**src/design/sparse_vector_merge_engine_unit_assert.svh**
```systemverilog
// ----------------------------------------------------------------------------
// Sparse vector merge engine assertion macros
// Clocked assertion wrappers for the engine module.
// ----------------------------------------------------------------------------
`ifndef SPARSE_VECTOR_MERGE_ENGINE_UNIT_ASSERT_SVH
`define SPARSE_VECTOR_MERGE_ENGINE_UNIT_ASSERT_SVH

// A property that must hold at every clock edge out of reset.
`define SVME_ASSERT(label, prop, msg) \
	label: assert property (@(posedge clk) disable iff (!arst_n) prop) \
	else $error(msg);

// A condition that must never be seen at a clock edge out of reset.
`define SVME_NEVER(label, expr, msg) \
	label: assert property (@(posedge clk) disable iff (!arst_n) !(expr)) \
	else $error(msg);

`endif

```
**src/design/svme_pkg.sv**
```systemverilog
// ----------------------------------------------------------------------------
// Sparse vector merge engine package
// Widths, codes and control structures shared by the engine modules.
// ----------------------------------------------------------------------------
package svme_pkg;

	localparam int MAX_ENTRIES = 16;
	localparam int IDX_W = (MAX_ENTRIES > 1) ? $clog2(MAX_ENTRIES) : 1;
	localparam int CNT_W = $clog2(MAX_ENTRIES + 1);
	localparam int INDEX_W = 16;
	localparam int VALUE_W = 32;
	localparam int RES_W = 64;
	localparam int ERR_W = 2;
	localparam int ERR_FULL_BIT = 0;
	localparam int ERR_ORDER_BIT = 1;

	typedef enum logic [1:0] {
		KIND_A = 2'd0,
		KIND_B = 2'd1,
		KIND_COMPUTE = 2'd2,
		KIND_NONE = 2'd3
	} kind_t;

	typedef enum logic [1:0] {
		MODE_ADD = 2'd0,
		MODE_SUB = 2'd1,
		MODE_DOT = 2'd2,
		MODE_NEG = 2'd3
	} mode_t;

	typedef enum logic [1:0] {
		ST_IDLE,
		ST_MERGE,
		ST_DOT,
		ST_DOT_EMIT
	} state_t;

	// Operand selection and accumulator control for the shared unit.
	typedef struct packed {
		logic use_a;
		logic neg_a;
		logic use_b;
		logic neg_b;
		logic mul_en;
		logic acc_clr;
	} alu_ctl_t;

	// Why a load beat was dropped by a store.
	typedef struct packed {
		logic drop_full;
		logic drop_order;
	} load_st_t;

endpackage

```
**src/design/sparse_vector_merge_engine_unit.sv**
```systemverilog
// ----------------------------------------------------------------------------
// Sparse vector merge engine
// Loads two sparse vectors and merges them into a sum, difference, negation
// or dot product.
// ----------------------------------------------------------------------------
// A load beat (kind A or B) is offered to its store and produces nothing;
// kind 3 is taken and ignored. After a compute beat is taken the input
// stays not ready while one sequencer walks both stores through a single
// shared arithmetic unit. Add, subtract and negate produce one result beat
// per cycle while the result channel is not stalled, one per entry of the
// union (of vector A alone for negate), or one empty-result beat. Dot takes
// at most a_count + b_count merge steps, then drains the multiplier register
// and delivers the single result beat. Backpressure on the result channel
// holds the merge walk and the dot result beat. The mode register may be
// written at any time the engine is idle.
module sparse_vector_merge_engine_unit (
	input  logic                                 clk,
	input  logic                                 arst_n,
	input  logic                                 cfg_valid,
	output logic                                 cfg_ready,
	input  logic        [1:0]                    cfg_data,
	input  logic                                 in_valid,
	output logic                                 in_ready,
	input  logic        [1:0]                    kind,
	input  logic        [svme_pkg::INDEX_W-1:0]  index,
	input  logic signed [svme_pkg::VALUE_W-1:0]  value,
	output logic                                 out_valid,
	input  logic                                 out_ready,
	output logic        [svme_pkg::INDEX_W-1:0]  index_res,
	output logic signed [svme_pkg::RES_W-1:0]    value_res,
	output logic                                 has_entry,
	output logic                                 last,
	output logic        [svme_pkg::ERR_W-1:0]    error,
	output logic                                 saturated
);

	`include "sparse_vector_merge_engine_unit_assert.svh"

	svme_pkg::state_t   state_q;
	svme_pkg::state_t   state_nx;
	svme_pkg::mode_t    mode_q;
	svme_pkg::alu_ctl_t alu_ctl;
	svme_pkg::load_st_t a_ld_st;
	svme_pkg::load_st_t b_ld_st;

	logic        [svme_pkg::CNT_W-1:0]   i_q;
	logic        [svme_pkg::CNT_W-1:0]   j_q;
	logic        [svme_pkg::CNT_W-1:0]   a_count;
	logic        [svme_pkg::CNT_W-1:0]   b_count;
	logic        [svme_pkg::INDEX_W-1:0] a_idx;
	logic        [svme_pkg::INDEX_W-1:0] b_idx;
	logic signed [svme_pkg::VALUE_W-1:0] a_val;
	logic signed [svme_pkg::VALUE_W-1:0] b_val;
	logic signed [svme_pkg::VALUE_W-1:0] sum_res;
	logic                                sum_sat;
	logic signed [svme_pkg::RES_W-1:0]   acc;
	logic                                acc_sat;
	logic                                prod_pend;
	logic        [svme_pkg::ERR_W-1:0]   err_q;

	logic in_fire;
	logic is_compute;
	logic ld_a;
	logic ld_b;
	logic slot_free;
	logic a_left;
	logic b_left;
	logic take_a;
	logic take_b;
	logic take_both;
	logic a_rem;
	logic b_rem;
	logic adv_a;
	logic adv_b;
	logic ptr_clr;
	logic done;
	logic ld_out;

	logic        [svme_pkg::INDEX_W-1:0] nx_index;
	logic signed [svme_pkg::RES_W-1:0]   nx_value;
	logic                                nx_has;
	logic                                nx_last;
	logic                                nx_sat;

	logic                                out_valid_q;
	logic        [svme_pkg::INDEX_W-1:0] index_res_q;
	logic signed [svme_pkg::RES_W-1:0]   value_res_q;
	logic                                has_entry_q;
	logic                                last_q;
	logic        [svme_pkg::ERR_W-1:0]   error_q;
	logic                                saturated_q;

	// The mode is only taken between computes so a merge never sees it change.
	assign cfg_ready = (state_q == svme_pkg::ST_IDLE);
	assign in_ready = (state_q == svme_pkg::ST_IDLE);
	assign in_fire = in_valid && in_ready;
	assign is_compute = (kind == svme_pkg::KIND_COMPUTE);
	assign ld_a = in_fire && (kind == svme_pkg::KIND_A);
	assign ld_b = in_fire && (kind == svme_pkg::KIND_B);
	assign slot_free = !out_valid_q || out_ready;

	svme_store u_store_a (
		.clk      (clk),
		.arst_n   (arst_n),
		.ld       (ld_a),
		.wr_index (index),
		.wr_value (value),
		.clr      (done),
		.rd_ptr   (i_q),
		.count    (a_count),
		.rd_index (a_idx),
		.rd_value (a_val),
		.load_st  (a_ld_st)
	);

	svme_store u_store_b (
		.clk      (clk),
		.arst_n   (arst_n),
		.ld       (ld_b),
		.wr_index (index),
		.wr_value (value),
		.clr      (done),
		.rd_ptr   (j_q),
		.count    (b_count),
		.rd_index (b_idx),
		.rd_value (b_val),
		.load_st  (b_ld_st)
	);

	svme_alu u_alu (
		.clk       (clk),
		.arst_n    (arst_n),
		.ctl       (alu_ctl),
		.a_val     (a_val),
		.b_val     (b_val),
		.sum_res   (sum_res),
		.sum_sat   (sum_sat),
		.acc       (acc),
		.acc_sat   (acc_sat),
		.prod_pend (prod_pend)
	);

	// Negate walks vector A alone, so B counts as exhausted in that mode.
	assign a_left = (i_q < a_count);
	assign b_left = (j_q < b_count) && (mode_q != svme_pkg::MODE_NEG);
	assign take_a = a_left && (!b_left || (a_idx < b_idx));
	assign take_b = b_left && (!a_left || (b_idx < a_idx));
	assign take_both = a_left && b_left && (a_idx == b_idx);
	assign a_rem = ((i_q + svme_pkg::CNT_W'(adv_a)) < a_count);
	assign b_rem = ((j_q + svme_pkg::CNT_W'(adv_b)) < b_count)
		&& (mode_q != svme_pkg::MODE_NEG);

	always_comb begin
		state_nx = state_q;
		unique case (state_q)
			svme_pkg::ST_IDLE: begin
				if (in_fire && is_compute) begin
					state_nx = (mode_q == svme_pkg::MODE_DOT)
						? svme_pkg::ST_DOT : svme_pkg::ST_MERGE;
				end
			end
			svme_pkg::ST_MERGE: begin
				if (done) begin
					state_nx = svme_pkg::ST_IDLE;
				end
			end
			svme_pkg::ST_DOT: begin
				if (!(a_left && b_left)) begin
					state_nx = svme_pkg::ST_DOT_EMIT;
				end
			end
			svme_pkg::ST_DOT_EMIT: begin
				if (done) begin
					state_nx = svme_pkg::ST_IDLE;
				end
			end
			default: state_nx = svme_pkg::ST_IDLE;
		endcase
	end

	always_comb begin
		alu_ctl = '0;
		adv_a = 1'b0;
		adv_b = 1'b0;
		ptr_clr = 1'b0;
		done = 1'b0;
		ld_out = 1'b0;
		nx_index = '0;
		nx_value = '0;
		nx_has = 1'b0;
		nx_last = 1'b0;
		nx_sat = 1'b0;
		unique case (state_q)
			svme_pkg::ST_IDLE: begin
				if (in_fire && is_compute) begin
					ptr_clr = 1'b1;
					alu_ctl.acc_clr = 1'b1;
				end
			end
			svme_pkg::ST_MERGE: begin
				if (slot_free) begin
					ld_out = 1'b1;
					if (a_left || b_left) begin
						alu_ctl.use_a = take_a || take_both;
						alu_ctl.neg_a = (mode_q == svme_pkg::MODE_NEG);
						alu_ctl.use_b = take_b || take_both;
						alu_ctl.neg_b = (mode_q == svme_pkg::MODE_SUB);
						adv_a = take_a || take_both;
						adv_b = take_b || take_both;
						nx_index = adv_a ? a_idx : b_idx;
						nx_value = svme_pkg::RES_W'(sum_res);
						nx_has = 1'b1;
						nx_sat = sum_sat;
						nx_last = !a_rem && !b_rem;
					end else begin
						// Nothing left to walk: report an empty result vector.
						nx_last = 1'b1;
					end
					done = nx_last;
				end
			end
			svme_pkg::ST_DOT: begin
				if (a_left && b_left) begin
					adv_a = !(b_idx < a_idx);
					adv_b = !(a_idx < b_idx);
					alu_ctl.mul_en = take_both;
				end
			end
			svme_pkg::ST_DOT_EMIT: begin
				// The last product must reach the accumulator before it is shown.
				if (slot_free && !prod_pend) begin
					ld_out = 1'b1;
					nx_value = acc;
					nx_has = 1'b1;
					nx_last = 1'b1;
					nx_sat = acc_sat;
					done = 1'b1;
				end
			end
			default: begin
			end
		endcase
	end

	always_ff @(posedge clk or negedge arst_n) begin
		if (!arst_n) begin
			state_q <= svme_pkg::ST_IDLE;
			mode_q <= svme_pkg::MODE_ADD;
			i_q <= '0;
			j_q <= '0;
			err_q <= '0;
			out_valid_q <= 1'b0;
		end else begin
			state_q <= state_nx;
			if (cfg_valid && cfg_ready) begin
				mode_q <= svme_pkg::mode_t'(cfg_data);
			end
			if (ptr_clr) begin
				i_q <= '0;
				j_q <= '0;
			end else begin
				i_q <= i_q + svme_pkg::CNT_W'(adv_a);
				j_q <= j_q + svme_pkg::CNT_W'(adv_b);
			end
			if (done) begin
				err_q <= '0;
			end else begin
				err_q[svme_pkg::ERR_FULL_BIT] <= err_q[svme_pkg::ERR_FULL_BIT]
					| a_ld_st.drop_full | b_ld_st.drop_full;
				err_q[svme_pkg::ERR_ORDER_BIT] <= err_q[svme_pkg::ERR_ORDER_BIT]
					| a_ld_st.drop_order | b_ld_st.drop_order;
			end
			if (ld_out) begin
				out_valid_q <= 1'b1;
			end else if (out_ready) begin
				out_valid_q <= 1'b0;
			end
		end
	end

	always_ff @(posedge clk) begin
		if (ld_out) begin
			index_res_q <= nx_index;
			value_res_q <= nx_value;
			has_entry_q <= nx_has;
			last_q <= nx_last;
			error_q <= err_q;
			saturated_q <= nx_sat;
		end
	end

	assign out_valid = out_valid_q;
	assign index_res = index_res_q;
	assign value_res = value_res_q;
	assign has_entry = has_entry_q;
	assign last = last_q;
	assign error = error_q;
	assign saturated = saturated_q;

	`SVME_ASSERT(a_ptr_in_range, (state_q != svme_pkg::ST_IDLE) |-> ((i_q <= a_count) && (j_q <= b_count)), "merge pointer ran past a store count")
	`SVME_ASSERT(stores_cleared, done |=> ((a_count == '0) && (b_count == '0) && (err_q == '0)), "stores or error flags not cleared after compute")
	`SVME_NEVER(stray_product, prod_pend && (state_q != svme_pkg::ST_DOT) && (state_q != svme_pkg::ST_DOT_EMIT), "product pending outside a dot compute")
	`SVME_ASSERT(count_bounded, (a_count <= svme_pkg::CNT_W'(svme_pkg::MAX_ENTRIES)) && (b_count <= svme_pkg::CNT_W'(svme_pkg::MAX_ENTRIES)), "store count beyond capacity")

endmodule

```
**src/design/svme_store.sv**
```systemverilog
// ----------------------------------------------------------------------------
// Sparse vector store
// Holds one vector as ascending index/value pairs with a fill count.
// ----------------------------------------------------------------------------
module svme_store (
	input  logic                                   clk,
	input  logic                                   arst_n,
	input  logic                                   ld,
	input  logic        [svme_pkg::INDEX_W-1:0]    wr_index,
	input  logic signed [svme_pkg::VALUE_W-1:0]    wr_value,
	input  logic                                   clr,
	input  logic        [svme_pkg::CNT_W-1:0]      rd_ptr,
	output logic        [svme_pkg::CNT_W-1:0]      count,
	output logic        [svme_pkg::INDEX_W-1:0]    rd_index,
	output logic signed [svme_pkg::VALUE_W-1:0]    rd_value,
	output svme_pkg::load_st_t                     load_st
);

	logic        [svme_pkg::INDEX_W-1:0] index_arr_q [svme_pkg::MAX_ENTRIES];
	logic signed [svme_pkg::VALUE_W-1:0] value_arr_q [svme_pkg::MAX_ENTRIES];
	logic        [svme_pkg::CNT_W-1:0]   count_q;
	logic        [svme_pkg::INDEX_W-1:0] last_index_q;
	logic                                full;
	logic                                out_of_order;
	logic                                wr_en;

	assign full = (count_q == svme_pkg::CNT_W'(svme_pkg::MAX_ENTRIES));
	// The last written index is kept aside so the order check needs no second read.
	assign out_of_order = (count_q != '0) && (wr_index <= last_index_q);
	assign wr_en = ld && !full && !out_of_order;

	assign load_st.drop_full = ld && full;
	assign load_st.drop_order = ld && !full && out_of_order;

	always_ff @(posedge clk or negedge arst_n) begin
		if (!arst_n) begin
			count_q <= '0;
		end else if (clr) begin
			count_q <= '0;
		end else if (wr_en) begin
			count_q <= count_q + 1'b1;
		end
	end

	always_ff @(posedge clk) begin
		if (wr_en) begin
			index_arr_q[count_q[svme_pkg::IDX_W-1:0]] <= wr_index;
			value_arr_q[count_q[svme_pkg::IDX_W-1:0]] <= wr_value;
			last_index_q <= wr_index;
		end
	end

	assign count = count_q;
	assign rd_index = index_arr_q[rd_ptr[svme_pkg::IDX_W-1:0]];
	assign rd_value = value_arr_q[rd_ptr[svme_pkg::IDX_W-1:0]];

endmodule

```
**src/design/svme_alu.sv**
```systemverilog
// ----------------------------------------------------------------------------
// Sparse vector merge arithmetic unit
// Saturating add/subtract/negate path and a registered multiply-accumulate.
// ----------------------------------------------------------------------------
module svme_alu (
	input  logic                                 clk,
	input  logic                                 arst_n,
	input  svme_pkg::alu_ctl_t                   ctl,
	input  logic signed [svme_pkg::VALUE_W-1:0]  a_val,
	input  logic signed [svme_pkg::VALUE_W-1:0]  b_val,
	output logic signed [svme_pkg::VALUE_W-1:0]  sum_res,
	output logic                                 sum_sat,
	output logic signed [svme_pkg::RES_W-1:0]    acc,
	output logic                                 acc_sat,
	output logic                                 prod_pend
);

	localparam int SUM_W = svme_pkg::VALUE_W + 2;
	localparam logic signed [SUM_W-1:0] SUM_MAX = SUM_W'((64'sd1 <<< (svme_pkg::VALUE_W - 1)) - 1);
	localparam logic signed [SUM_W-1:0] SUM_MIN = -SUM_W'(64'sd1 <<< (svme_pkg::VALUE_W - 1));

	logic signed [SUM_W-1:0]            a_ext;
	logic signed [SUM_W-1:0]            b_ext;
	logic signed [SUM_W-1:0]            sum_w;
	logic signed [svme_pkg::RES_W-1:0]  prod_w;
	logic signed [svme_pkg::RES_W-1:0]  prod_s1;
	logic                               prod_vld_s1;
	logic signed [svme_pkg::RES_W:0]    acc_sum;
	logic signed [svme_pkg::RES_W-1:0]  acc_q;
	logic                               acc_sat_q;

	always_comb begin
		a_ext = '0;
		b_ext = '0;
		if (ctl.use_a) begin
			a_ext = ctl.neg_a ? -SUM_W'(a_val) : SUM_W'(a_val);
		end
		if (ctl.use_b) begin
			b_ext = ctl.neg_b ? -SUM_W'(b_val) : SUM_W'(b_val);
		end
		sum_w = a_ext + b_ext;
		sum_sat = 1'b0;
		if (sum_w > SUM_MAX) begin
			sum_res = SUM_MAX[svme_pkg::VALUE_W-1:0];
			sum_sat = 1'b1;
		end else if (sum_w < SUM_MIN) begin
			sum_res = SUM_MIN[svme_pkg::VALUE_W-1:0];
			sum_sat = 1'b1;
		end else begin
			sum_res = sum_w[svme_pkg::VALUE_W-1:0];
		end
	end

	assign prod_w = svme_pkg::RES_W'(a_val) * svme_pkg::RES_W'(b_val);

	always_ff @(posedge clk or negedge arst_n) begin
		if (!arst_n) begin
			prod_vld_s1 <= 1'b0;
		end else begin
			prod_vld_s1 <= ctl.mul_en;
		end
	end

	always_ff @(posedge clk) begin
		if (ctl.mul_en) begin
			prod_s1 <= prod_w;
		end
	end

	// One extra bit shows a signed overflow of the 64-bit accumulator.
	assign acc_sum = {acc_q[svme_pkg::RES_W-1], acc_q} + {prod_s1[svme_pkg::RES_W-1], prod_s1};

	always_ff @(posedge clk or negedge arst_n) begin
		if (!arst_n) begin
			acc_q <= '0;
			acc_sat_q <= 1'b0;
		end else if (ctl.acc_clr) begin
			acc_q <= '0;
			acc_sat_q <= 1'b0;
		end else if (prod_vld_s1) begin
			if (acc_sum[svme_pkg::RES_W] != acc_sum[svme_pkg::RES_W-1]) begin
				acc_q <= acc_sum[svme_pkg::RES_W]
					? {1'b1, {(svme_pkg::RES_W - 1){1'b0}}}
					: {1'b0, {(svme_pkg::RES_W - 1){1'b1}}};
				acc_sat_q <= 1'b1;
			end else begin
				acc_q <= acc_sum[svme_pkg::RES_W-1:0];
			end
		end
	end

	assign acc = acc_q;
	assign acc_sat = acc_sat_q;
	assign prod_pend = prod_vld_s1;

endmodule

```
**config.mk**
```make
export PLATFORM = sky130hd
export DESIGN_NAME = sparse_vector_merge_engine_unit
export DESIGN_NICKNAME = d
export VERILOG_FILES = /design/src/design/svme_pkg.sv /design/src/design/sparse_vector_merge_engine_unit.sv /design/src/design/svme_store.sv /design/src/design/svme_alu.sv
export VERILOG_INCLUDE_DIRS = /design/src /design/src/design
export SDC_FILE = /design/constraint.sdc
export NUM_CORES = 2
export LEC_CHECK = 0
export BUFFER_PORTS_ARGS = -buffer_cell sky130_fd_sc_hd__buf_4
export CAP_MARGIN = 20
export CORE_AREA = 2 2 480 482
export DETAILED_ROUTE_END_ITERATION = 10
export DIE_AREA = 0 0 482 484
export PLACE_DENSITY_LB_ADDON = 0.15
export SYNTH_ARGS = -nofsm -noshare
export SYNTH_HDL_FRONTEND = slang
export SYNTH_HIERARCHICAL = 1
export SYNTH_SLANG_ARGS = --single-unit
```
**constraint.sdc**
```tcl
create_clock -name clk -period 16.5 [get_ports clk]
set_input_delay 3.3 -clock clk [delete_from_list [all_inputs] [get_ports clk]]
set_output_delay 3.3 -clock clk [all_outputs]
set_load 0.05 [all_outputs]
```
* Word level (Yosys, flattened, before mapping)
Memory sizes are Yosys's and may differ from the RTL's. Cells that the tools add are included.
Storage, ports and cells: logic and storage cells 183, memory bits (writable) 1536, bits in read-only memories 0, input port bits 57, bits in latches 0, memories 4, bits in registers 274
Operators by class: order comparisons 10, multiply operators 1, add/subtract/negate cells 8, mux-type cells 66, reduce and logical (&&, ||, !) cells 54, divide/modulo/power cells 0, equality and inequality tests 16, bitwise gates (word level) 4, shift operators 0
Memories:
- u_store_a.value_arr_q | words 16, bits a word 32, read ports 1, clocked after memory_dff 0, wr ports 1, line svme_store.sv:20 | logic signed [svme_pkg::VALUE_W-1:0] value_arr_q [svme_pkg::MAX_ENTRIES];
- u_store_b.value_arr_q | words 16, bits a word 32, read ports 1, clocked after memory_dff 0, wr ports 1, line svme_store.sv:20
- u_store_a.index_arr_q | words 16, bits a word 16, read ports 1, clocked after memory_dff 0, wr ports 1, line svme_store.sv:19 | logic [svme_pkg::INDEX_W-1:0] index_arr_q [svme_pkg::MAX_ENTRIES];
- u_store_b.index_arr_q | words 16, bits a word 16, read ports 1, clocked after memory_dff 0, wr ports 1, line svme_store.sv:19
Operators with widths (count):
- $mux W64 | 7
- $mux W34 | 4
- $pmux W64 S2 | 1
- $neg A32 Y34 | 2
- $add A64 B64 Y65 | 1
- $mul A32 B32 Y64 | 1
- $mux W32 | 2
- $add A34 B34 Y34 | 1
- $gt A34 B32 Y1 const B | 1
- $lt A34 B32 Y1 const B | 1
- $le A16 B16 Y1 | 2
- $lt A16 B16 Y1 | 2
- $mux W1 | 30
- $mux W5 | 6
- $logic_and A1 B1 Y1 | 23
- $lt A5 B5 Y1 | 4
- $eq A16 B16 Y1 | 1
- $mux W16 | 1
- $logic_not A1 Y1 | 12
- $mux W4 | 3
- $pmux W1 S2 | 6
- $add A5 B1 Y5 | 2
- $add A5 B1 Y5 const B | 2
- $eq A2 B2 Y1 const B | 5
- 15 further kinds | 39

* Longest topological paths before layout
depth in word-level cells 18, mapped depth 38

* Hierarchy
Netlist, hierarchy kept.
Modules (own cells, without submodules):
- svme_store | seq. area each 23667.7 um2, area each 30133.9 um2, times used 2, cells each 1200
- svme_alu | seq. area each 3573.4 um2, area each 47782.1 um2, times used 1, cells each 5260
- sparse_vector_merge_engine_unit | seq. area each 2977.9 um2, area each 5372.7 um2, times used 1, cells each 434

* Worst setup path after synthesis
No wires, ideal clock.
kind register -> register, from reg j_q[0] in the netlist's numbering, to reg u_alu/prod_s1[62] in the netlist's numbering, data pin, data arrival time 9.156 ns, setup slack 7.080 ns, required time 16.237 ns, path buffers 5, setup time 0.263 ns, cell stages (with the launch flop) 32, cells stage by stage dfrtp_1 > clkbuf_1 > clkbuf_1 > buf_2 > mux4_2 > mux4_2 > clkbuf_1 > clkbuf_1 > nand2_1 > inv_1 > fa_1 > inv_1 > fa_1 > inv_1 > fa_1 > fa_1 > fa_1 > fa_1 > inv_1 > fa_1 > inv_1 > fa_1 > ha_1 > a21o_1 > a21o_1 > a211oi_1 > o311ai_0 > nand2_1 > nor3_1 > nor2_1 > nor4b_1 > nor4_1
On the way: cells in the longest elaborated chain, start to end 2
Ends and longest elaborated chain:
- from (decl) | line sparse_vector_merge_engine_unit.sv:47 | logic [svme_pkg::CNT_W-1:0] j_q;
- from (signal assigned) | line sparse_vector_merge_engine_unit.sv:263 | j_q <= j_q + svme_pkg::CNT_W'(adv_b);
- $mem_v2 Z16 W32
- net b_val (one bit) | line sparse_vector_merge_engine_unit.sv:53 | logic signed [svme_pkg::VALUE_W-1:0] b_val;
- $mul A32 B32 Y64 | line svme_alu.sv:54 | assign prod_w = svme_pkg::RES_W'(a_val) * svme_pkg::RES_W'(b_val);
- net u_alu.prod_w (one bit) | line svme_alu.sv:25 | logic signed [svme_pkg::RES_W-1:0] prod_w;
- to (signal assigned) | line svme_alu.sv:66 | prod_s1 <= prod_w;
- to (decl) | line svme_alu.sv:26 | logic signed [svme_pkg::RES_W-1:0] prod_s1;
The timed path passes the listed nets, and every way through them passes these cells. A chain may end at the register's enable or synchronous reset.

* Worst setup path in the final report
from reg i_q[0] in the netlist's numbering, to reg u_alu/prod_s1[62] in the netlist's numbering, data pin
On the way: cells in the longest elaborated chain, start to end 2
Ends and longest elaborated chain:
- from (decl) | line sparse_vector_merge_engine_unit.sv:46 | logic [svme_pkg::CNT_W-1:0] i_q;
- from (signal assigned) | line sparse_vector_merge_engine_unit.sv:262 | i_q <= i_q + svme_pkg::CNT_W'(adv_a);
- $mem_v2 Z16 W32
- net a_val (one bit) | line sparse_vector_merge_engine_unit.sv:52 | logic signed [svme_pkg::VALUE_W-1:0] a_val;
- $mul A32 B32 Y64 | line svme_alu.sv:54
- net u_alu.prod_w (one bit) | line svme_alu.sv:25
The timed path passes the listed nets, and every way through them passes these cells.

==> flow_summary_export.csv <==
group,metric,value,unit
status,status,"complete, no violations",
setup_path,path_common_cell,"fa_1",
routing,routedWlPerCell,27.2,um
die,dieHeight,484,um
synth,yosysMostFrequentCell,"edfxtp_1",
sta,max_freq,88.3,MHz
routing,totalWireLength,307000,um
placed_design,place_inst,10900,
setup_path,arrival,11.87,ns
routing,antenna_left,0,
routing,drc,0,
synth,syn_avg_cell_area,14.0,um2
sta,setup_tns,0,ns
synth,ys_types,92,
placed_design,dpl.hpwl,201000,um
synth,synth_area,0.113,mm2
die,core_area,0.229,mm2
sta,rsz0062_at_grt,"no",
global_route,grt-ovfl-total,0,
sta,fin_skew,0.0694,ns
synth,synthArstFlopShare,5.14,%
setup_path,crit_fanout,87,
cts,h-tree-depth,4,
synth,synth_top_cell_area_share,45.5,%
synth,synth_edf_count,1717,
cts,ctsHoldBuffers,0,
synth,ys_seq_elements,1810,
cts,cts_inserted_buffers,185,
routing,viasPerCell,5.86,
cts,cts_resized,0,
placed_design,io_buffers,144,
setup_path,crit_family,"adder cells",
die,pin_count,145,
sta,worst-slew-pin-transition,1.19,ns
die,die_area,0.233,mm2
setup_path,crit_type,"reg -> reg",
setup_path,slowest_delay,1.23,ns
cells_and_area,fin_cells,11300,
cts,worstSkewPairLatency,0.86,ns
cts,cts.sinks,1810,
routing,firstDrtPassIters,7,
die,start_util,49.6,%
cells_and_area,final_util,54.2,%
routing,drt_iter0_drc,6014,
run,cap_viol_max_count,0,
cts,clk_pin_slew_worst_paths,0.06,ns
sta,finalHoldViolCount,0,
placed_design,routabilityCongestion,0.885,
synth,seq_area_frac_synth,47.5,%
routing,via_count,66100,
global_route,grt_pass1_wl,462000,um
global_route,grt_antenna_before_repair,11,
sta,finalSetupViolCount,0,
cts,cts_tree,"yes",
cells_and_area,fin_nets,9610,
setup_path,crit_path_end_kind,"flip-flop",
global_route,grt_max_degree,100,
synth,synthFlopType,"edfxtp_1",
synth,synthTopCellsByArea,"edfxtp_1 45%, fa_1 19%, mux4_2 9.5%",
sta,period_share,68.7,%
synth,syn_inst,8094,
setup_path,start_kind,"flip-flop",
setup_path,required,17.04,ns
global_route,first_global_vias,70200,
synth,synth_area_leader_cell,"edfxtp_1",
cells_and_area,layout-drive-gt1-share,13.6,%
die,fp.dieW,482,um
setup_path,cp_num_buf_inv,8,
setup_path,cp_slowest_cell,"fa_1",
sta,fin_crit,11.33,ns
sta,finalMaxSlewViolations,0,
cts,clockBufferDepth,3,
worst_hold_path,hp-class,"reg -> reg",
die,rows,176,
cts,root_buffer,"clkbuf_16",
synth,syn_nets,9598,
cts,post_cts_buffers,0,
cells_and_area,area_growth_syn_to_layout,9.23,%
synth,yosys_warnings,6,
synth,synth_common_cells,"1717 x edfxtp_1, 1091 x inv_1, 1084 x fa_1",
sta,slew_headroom,20.4,%
global_route,grt_use_total,26.8,%
sequential cells by signal (all words and copies together) (netlist names), 5 cells and up:
| register | flops |
|---|---|
| u_store_a/value_arr_q | 512 |
| u_store_b/value_arr_q | 512 |
| u_store_a/index_arr_q | 256 |
| u_store_b/index_arr_q | 256 |
| u_alu/acc | 64 |
| u_alu/prod_s1 | 64 |
| value_res | 64 |
| index_res | 16 |
| u_store_a/last_index_q | 16 |
| u_store_b/last_index_q | 16 |
| i_q | 5 |
| j_q | 5 |
| u_store_a/count | 5 |
| u_store_b/count | 5 |
metrics by stage:
stage | hold slack [ns] | instance area [um2] | setup WS, ns
5_1_grt | 0.505 | 124000 | 4.53
3_5_place_dp | 0.447 | 118000 | 5.15
4_1_cts | 0.475 | 124000 | 5.08
2_1_floorplan | 0.426 | 113000 | 7.08
3_3_place_gp | 0.460 | 118000 | 5.31
6_report | 0.488 | 124000 | 5.17
layout by cell type, fill, tap and decap left out, types with 20 or more instances in the layout:
| cell | n |
|---|---|
| nand3_1 | 53 |
| clkbuf_16 | 185 |
| clkinv_2 | 29 |
| xor2_1 | 67 |
| xnor2_1 | 158 |
| nand4_1 | 40 |
| ha_1 | 363 |
| inv_1 | 1091 |
| and2_1 | 574 |
| a22o_1 | 32 |
| and3_1 | 29 |
| edfxtp_1 | 1717 |
| fa_1 | 1084 |
| nor2b_1 | 33 |
| a21o_1 | 133 |
| bufinv_16 | 20 |
| mux2i_1 | 24 |
| dfrtp_1 | 85 |
| a21oi_1 | 197 |
| nor2_1 | 130 |
| nand2b_1 | 28 |
| o31ai_1 | 22 |
| mux4_2 | 480 |
| clkinv_1 | 41 |
| a31oi_1 | 32 |
| o21a_1 | 24 |
| clkbuf_1 | 33 |
| o211ai_1 | 71 |
| nor3_1 | 26 |
| o21ai_0 | 137 |
| buf_4 | 280 |
| nand2_1 | 722 |
logic make-up (layout without fill, tap and decap cells):
| logic type | count (synthesis) | after routing | synth area share, % |
|---|---|---|---|
| and+or+nand+nor | 1761 | 1761 | 7.91 |
| muxes | 510 | 510 | 9.81 |
| adders and majority gates | 1447 | 1447 | 23.1 |
| other | 0 | 2 | 0 |
| buffers and inverters | 1552 | 1716 | 5.29 |
| AOI/OAI and AO/OA | 788 | 788 | 4.59 |
| DFF | 1810 | 1810 | 47.5 |
| xor gates and xnor gates | 226 | 226 | 1.75 |
worst paths after layout:
check | depth (start not counted) | to | slack, ns | from
setup / recovery | 28 | u_alu/prod_s1[62] | 5.17 | i_q[0]
hold / removal | 0 | error[1] | 0.49 | err_q[1]
setup reg to reg | 28 | u_alu/prod_s1[62] | 5.17 | i_q[0]
hold reg to reg | 0 | error[1] | 0.49 | err_q[1]
max in group asynchronous | 2 | j_q[1] | 12.71 | arst_n
min in group asynchronous | 1 | u_alu/acc[38] | 2.47 | arst_n
area by class of cell:
class | count | area (um2)
diodes | 2 | 5.00
clock buffers | 220 | 4780
clock inverters | 119 | 1350
fillers | 18800 | 105000
inverters | 1092 | 4100
multi-input cells | 4732 | 53700
flip-flops and latches | 1810 | 53900
well taps | 3026 | 3790
repair buffers | 285 | 2200
per-layer routing:
layer	vias to the layer above	GRT usage, %	wire (um)
li1	28100	-	-
met2	2309	44.1	151000
met3	458	4.25	19200
met4	14	7.85	9400
met5	-	0	84
met1	35300	36.9	127000
Power is not shown: default switching activity piles up to over one toggle a cycle in this logic, so the estimate is an artifact.
